File: src/rtl/team_queue_assert.svh
// assertion macros shared by the team queue rtl
`ifndef TEAM_QUEUE_ASSERT_SVH
`define TEAM_QUEUE_ASSERT_SVH

// same-cycle implication, checked outside reset
`define TQ_ASSERT_IMPL(lbl, clk, rst, ante, cons, msg) \
   lbl: assert property (@(posedge clk) disable iff (rst) (ante) |-> (cons)) else $error(msg);

// next-cycle implication, checked outside reset
`define TQ_ASSERT_NEXT(lbl, clk, rst, ante, cons, msg) \
   lbl: assert property (@(posedge clk) disable iff (rst) (ante) |=> (cons)) else $error(msg);

`endif

File: src/rtl/tq_ram.sv
// generic single-write, single-read ram with registered read
module tq_ram #(
   parameter int WIDTH = 8,
   parameter int DEPTH = 2
) (
   input  logic                     clock,
   input  logic                     wr_en,
   input  logic [$clog2(DEPTH)-1:0] wr_addr,
   input  logic [WIDTH-1:0]         wr_data,
   input  logic                     rd_en,
   input  logic [$clog2(DEPTH)-1:0] rd_addr,
   output logic [WIDTH-1:0]         rd_data
);

   logic [WIDTH-1:0] mem_ff [DEPTH];
   logic [WIDTH-1:0] rd_data_ff;

   always_ff @(posedge clock) begin
      if (wr_en) begin
         mem_ff[wr_addr] <= wr_data;
      end
      if (rd_en) begin
         rd_data_ff <= mem_ff[rd_addr];
      end
   end

   assign rd_data = rd_data_ff;

endmodule

File: config.mk
export PLATFORM = sky130hd
export DESIGN_NAME = tq_ram
export DESIGN_NICKNAME = d
export VERILOG_FILES = /design/src/rtl/team_queue_assert.svh /design/src/rtl/tq_ram.sv
export SDC_FILE = /design/constraint.sdc
export NUM_CORES = 1
export LEC_CHECK = 0
export BUFFER_PORTS_ARGS = -buffer_cell sky130_fd_sc_hd__buf_2
export CAP_MARGIN = 20
export CORE_MARGIN = 4
export CORE_UTILIZATION = 50
export CTS_CLUSTER_SIZE = 20
export DETAILED_ROUTE_END_ITERATION = 7
export PLACE_DENSITY = 0.87
export SYNTH_ARGS = -nofsm -noshare
export SYNTH_HDL_FRONTEND = slang
export SYNTH_SLANG_ARGS = --single-unit
File: constraint.sdc
create_clock -name clock -period 2.31 [get_ports clock]
set_input_delay 0.1155 -clock clock [delete_from_list [all_inputs] [get_ports clock]]
set_output_delay 0.1155 -clock clock [all_outputs]
set_load 0.03 [all_outputs]
==> run_results.csv, run 1 <==
group,metric,value,unit
cts,cts_tree,"built",
logic_synthesis,synth_edf_count,24,
route,drt_iter0_markers,12,
grt,gr-usage-all-layers,10.9,%
route,wl_per_cell,14.5,µm
grt,grt_pass1_vias,423,
route,vias_per_cell,5.21,
critical_path,start_kind,"register",
logic_synthesis,synth_area_leaders,"edfxtp_1 (83%), mux2_4 (14%), buf_6 (1.3%)",
logic_synthesis,ys_types,5,
cts,cts_resized,0,
critical_path,crit_type,"reg2out",
route,route.detailed.drc,0,
finish,area_growth,24.5,%
place,dp.cells,70,
sta,setup_violations,0,
critical_path,cp_slowest_stage_delay,0.38,ns
logic_synthesis,synth_async_sr_flop_share,0,%
critical_path,critPathArrivalTime,0.86,ns
power,peakVddDrop,0.451,mV
sta,hold_slack,0.141,ns
route,dr.pass1.iters,4,
critical_path,path_cells,"buf_2",
finish,n_antenna_cell,0,
sta,finalSetupTns,0,ns
critical_path,cp.required,2.19,ns
power,p_int,617,µW
finish,fill_cells,111,
logic_synthesis,syn_inst,35,
logic_synthesis,ys.flop_type,"edfxtp_1",
logic_synthesis,yosysWarnings,0,
power,clockPowerShare,21.8,%
power,p_leak,0.000425,µW
grt,grt_overflow,0,
floorplanning,core,1580,µm²
sta,relSlewSlack,52.2,%
logic_synthesis,syn_avg_cell_area,24.7,µm²
flow_run,drv_cap,0,
power,switchingPower,161,µW
outcome,status,"completed",
sta,period_share,42.4,%
finish,drive_gt1_share,47.7,%
cts,numCtsBuffers,3,
cts,htree_levels,1,
place,port_buffers,20,
cts,cts_root_buf,"clkbuf_4",
power,power_density,722,nW/µm²
grt,antenna_found_initial,0,
finish,fin_util,68.3,%
finish,final_cells,81,
critical_path,cp_num_buf_inv,1,
power,seq_power_share,67.1,%
grt,grt_max_degree,13,
power,combPwrFrac,11.1,%
sta,hold_viol_final,0,
sta,clock.fmax,1020,MHz
sta,finClkSkew,0.00470,ns
logic_synthesis,synth_commonest_cells,"edfxtp_1 (24), mux2_4 (8), and2_1 (1), buf_6 (1), nor2b_1 (1)",
logic_synthesis,synthesis.area,865,µm²
floorplanning,die_area,2460,µm²
cts,clockBufferDepth,2,
power,swShare,20.7,%
min_path,hold_class,"in2reg",
finish,fin_nets,80,
sta,slew_viol_final,0,
floorplanning,rows,14,
floorplanning,die_h,49.6,µm
critical_path,slowest_stage,"edfxtp_1",
place,place_congestion,0.696,
grt,grt_pass1_wl,1990,µm
cts,clk_pin_slew,0.12,ns
sta,rsz0062_at_grt,"false",
cts,clock_sinks,24,
floorplanning,ios,21,
logic_synthesis,yosys.area.top_type,"edfxtp_1",
critical_path,end_kind,"output port",
logic_synthesis,yosysMostFrequentCell,"edfxtp_1",
floorplanning,start_util,54.8,%
logic_synthesis,synth_seq_cells,24,
critical_path,reg2reg_setup_slack,1.40,ns
cts,clk_latency,0.30,ns
floorplanning,fp.dieW,49.6,µm
critical_path,crit_fanout,1,
sta,fin_crit,0.979,ns
logic_synthesis,synth_top_area_share,83.4,%
sta,tightest_slew,0.715,ns
route,vias,422,
route,antenna_left,0,
critical_path,critical-path-top-delay-family,"flip-flops",
route,wirelength,1180,µm
logic_synthesis,yosysSeqAreaShare,83.4,%
logic_synthesis,synth_nets,48,
-- layout by cell type, fill, tap and decap left out --
master / Yosys / routed
edfxtp_1: 24 / 24
mux2_4: 8 / 8
dlygate4sd3_1: 0 / 8
and2_1: 1 / 1
buf_2: 0 / 20
clkbuf_4: 0 / 3
nor2b_1: 1 / 1
-- layer usage --
metal | track usage [%] | share of wire (%) | vias to the layer above
met2 | 19.2 | 50 | 20
met1 | 12.0 | 40 | 198
met5 | 0 | 0 | -
met3 | 4.52 | 8.7 | 4
met4 | 2.76 | 1.2 | 0
li1 | - | - | 200
-- power groups by stage --
stage | Combinational, µW | Sequential, µW | Clock (µW)
6_report | 86.3 | 521 | 170
5_1_grt | 92.2 | 525 | 193
4_1_cts | 83.9 | 522 | 173
3_3_place_gp | 74.3 | 530 | 0
2_1_floorplan | 29.8 | 552 | 0
3_5_place_dp | 76.1 | 532 | 0
-- stage by stage --
step	worst slack, ns	area (µm²)	total power [µW]
3_3_place_gp	1.24	973	605
3_5_place_dp	1.15	973	608
5_1_grt	1.28	1080	810
6_report	1.33	1080	777
4_1_cts	1.32	1060	779
2_1_floorplan	1.40	865	582
-- flip-flops by register name (all words and copies together), names as in the netlist --
register and cells:
mem_ff 16, rd_data 8
-- what timing repair did --
| action | in CTS | in global routing |
|---|---|---|
| buffers inserted | 0 | 0 |
| endpoints found under the hold margin | 12 | 4 |
| hold buffers | 6 | 2 |
-- final timing paths --
path | end | startpoint | cells past startpoint
max | rd_data[5] | rd_data[5] | 1
min | rd_data[3] | rd_en | 1
max reg2reg | rd_data[5] | mem_ff[0][5] | 1
min reg2reg | rd_data[4] | mem_ff[1][4] | 1
-- layout make-up --
class	instances	area [µm²]	share of cell area (%)
clock buffers	3	22.5	2.09
repair buffers	28	180	16.7
well taps	16	20.0	1.86
flip-flops and latches	24	721	67.0
multi-input cells	10	133	12.3
-- kinds of logic after synthesis --
group                  Yosys count  share of synthesized area [%]
buffers and inverters            1                           1.30
AND/OR/NAND/NOR                  2                           1.45
multiplexers                     8                           13.9
flip-flops                      24                           83.4
Power figures use the tool's default switching activity.
==> run 2, diff against run 1 <==
CORE_UTILIZATION = 45   (was 50)
PLACE_DENSITY = 0.84   (was 0.87)
clock period = 0.9 ns   (was 2.31 ns; I/O delays follow)
==> run 2 against run 1 <==
The flow now finishes with violations (setup timing). Count of clock-buffer cells in the layout unchanged. Critical path depth unchanged. Via count decreased by 2.8%. Largest power group unchanged. Setup slack got worse by 1.3 ns.
==> run_results.csv, run 2 (synthesized netlist as in run 1, its figures left out) <==
group,metric,value,unit
route,route.top_layer_used,"met4",
sta,slew_viol_final,0,
critical_path,slowest_stage,"edfxtp_1",
route,antenna_left,0,
sta,tightest_slew,0.360,ns
cts,clockBufferDepth,2,
cts,cts_tree,"built",
sta,relSlewSlack,76.0,%
finish,largest_reg_flops,16,
sta,hold_viol_final,0,
route,dr.pass1.iters,2,
outcome,status,"complete, but fails checks",
route,wirelength,1100,µm
power,clockPowerShare,22.3,%
place,dp_slack,0.00475,ns
power,combPwrFrac,12.3,%
finish,final_cell_mix,"edfxtp_1 (24), buf_2 (12), mux2_4 (8), dlygate4sd3_1 (8), buf_6 (8)",
power,p_leak,0.000449,µW
sta,setup_violations,4,
floorplanning,ios,21,
floorplanning,rows,15,
grt,gr-usage-all-layers,10.4,%
sta,postLayoutSetupSlackWorst,-0.00374,ns
place,place_congestion,0.669,
power,p_int,1620,µW
finish,n_antenna_cell,0,
power,p_total,2050,µW
min_path,hold_path_depth,1,
flow_run,drv_cap,0,
cts,clk_pin_slew,0.12,ns
finish,area_growth,32.9,%
place,dp.cells,80,
route,drt_iter0_markers,3,
critical_path,reg2reg_setup_slack,-0.004,ns
critical_path,path_cells,"mux2_4",
grt,grt_pass1_vias,442,
critical_path,r2r-start,"mem_ff[0][2]",
min_path,worstHoldEndpoint,"rd_data[5]",
critical_path,cp_slowest_stage_delay,0.40,ns
finish,drive_gt1_share,47.8,%
power,seq_power_share,65.4,%
finish,final_cells,92,
cts,numCtsBuffers,3,
critical_path,reg2reg_depth,1,
finish,fin_util,65.1,%
grt,grt_max_degree,14,
critical_path,crit_fanout,1,
sta,period_share,100,%
floorplanning,die_area,2690,µm²
critical_path,cp_num_buf_inv,0,
sta,clock.fmax,1110,MHz
sta,rsz0062_at_grt,"true",
sta,finalSetupTns,-0.00800,ns
critical_path,start_kind,"register",
route,wirelength_met1,410,µm
route,vias,410,
route,vias_per_cell,4.46,
floorplanning,core,1760,µm²
grt,grt_pass1_wl,1930,µm
critical_path,rr_endpoint,"rd_data[2]",
outcome,violations,"setup timing",
finish,fin_nets,81,
cts,clock_sinks,24,
route,wl_met2,564,µm
cts,cts_root_buf,"clkbuf_4",
grt,antenna_found_initial,0,
critical_path,critPathArrivalTime,0.98,ns
critical_path,cp.required,0.98,ns
route,route.detailed.drc,0,
power,switchingPower,432,µW
finish,regMostFlops,"mem_ff",
route,met3_length,87,µm
min_path,worstHoldStart,"rd_en",
power,peakVddDrop,0.967,mV
power,power_density,1790,nW/µm²
floorplanning,start_util,49.0,%
route,wl_per_cell,11.9,µm
floorplanning,fp.dieW,51.8,µm
critical_path,crit_type,"reg2reg",
power,swShare,21.0,%
grt,grt_overflow,0,
cts,htree_levels,1,
sta,finClkSkew,0.00120,ns
place,port_buffers,20,
floorplanning,die_h,51.8,µm
critical_path,critical-path-top-delay-family,"flip-flops",
critical_path,end_kind,"register",
cts,clk_latency,0.31,ns
min_path,hold_class,"in2reg",
finish,final_common_cell,"edfxtp_1",
sta,fin_crit,0.904,ns
==> run 2: cell count changes in the layout (fill, tap and decap cells not counted) <==
cell      delta
buf_6        +8
buf_4        +1
buf_2        -8
clkinv_1     +1
==> run 2: layer usage <==
metal	vias to the layer above	track usage, %
met2	20	18.0
met5	-	0
met4	0	7.86
met3	3	2.87
met1	185	10.5
li1	202	-
==> run 2: how the worst max path moves through the flow <==
stage / startpoint / endpoint / slack (ns) / depth (start not counted)
after floorplan: mem_ff[0][0] / rd_data[0] / 0.05 / 1
after global placement: rd_addr / rd_data[3] / 0.03 / 2
after detailed placement: mem_ff[0][2] / rd_data[2] / 0.005 / 1
after CTS: rd_data[1] / rd_data[1] / -0.02 / 1
after global routing: rd_data[6] / rd_data[6] / -0.07 / 1
final: mem_ff[0][2] / rd_data[2] / -0.004 / 1
==> run 2: power by group through the flow <==
stage,registers [µW],clock network [µW],logic [µW]
after CTS,1350,482,256
final,1340,458,253
after floorplan,1420,0,76.4
after global placement,1360,0,195
after detailed placement,1360,0,200
after global routing,1350,520,269
==> run 2: final cells by class <==
cell class	instances	area [µm²]
clock buffers	3	22.5
clock inverters	1	3.75
fillers	128	616
multi-input cells	10	133
flip-flops and latches	24	721
well taps	25	31.3
repair buffers	29	238
==> run 2: what timing repair did <==
action	CTS	global route
endpoints found under the setup margin	10	16
hold buffers	8	0
setup buffers	0	0
hold endpoints to repair	16	0
resized for setup	16	0
==> run 2: stage by stage <==
step	cell area [µm²]	hold WS (ns)
3_3_place_gp	992	0.233
2_1_floorplan	865	0.144
6_report	1150	0.0577
4_1_cts	1150	0.0516
3_5_place_dp	992	0.237
5_1_grt	1150	0.0607
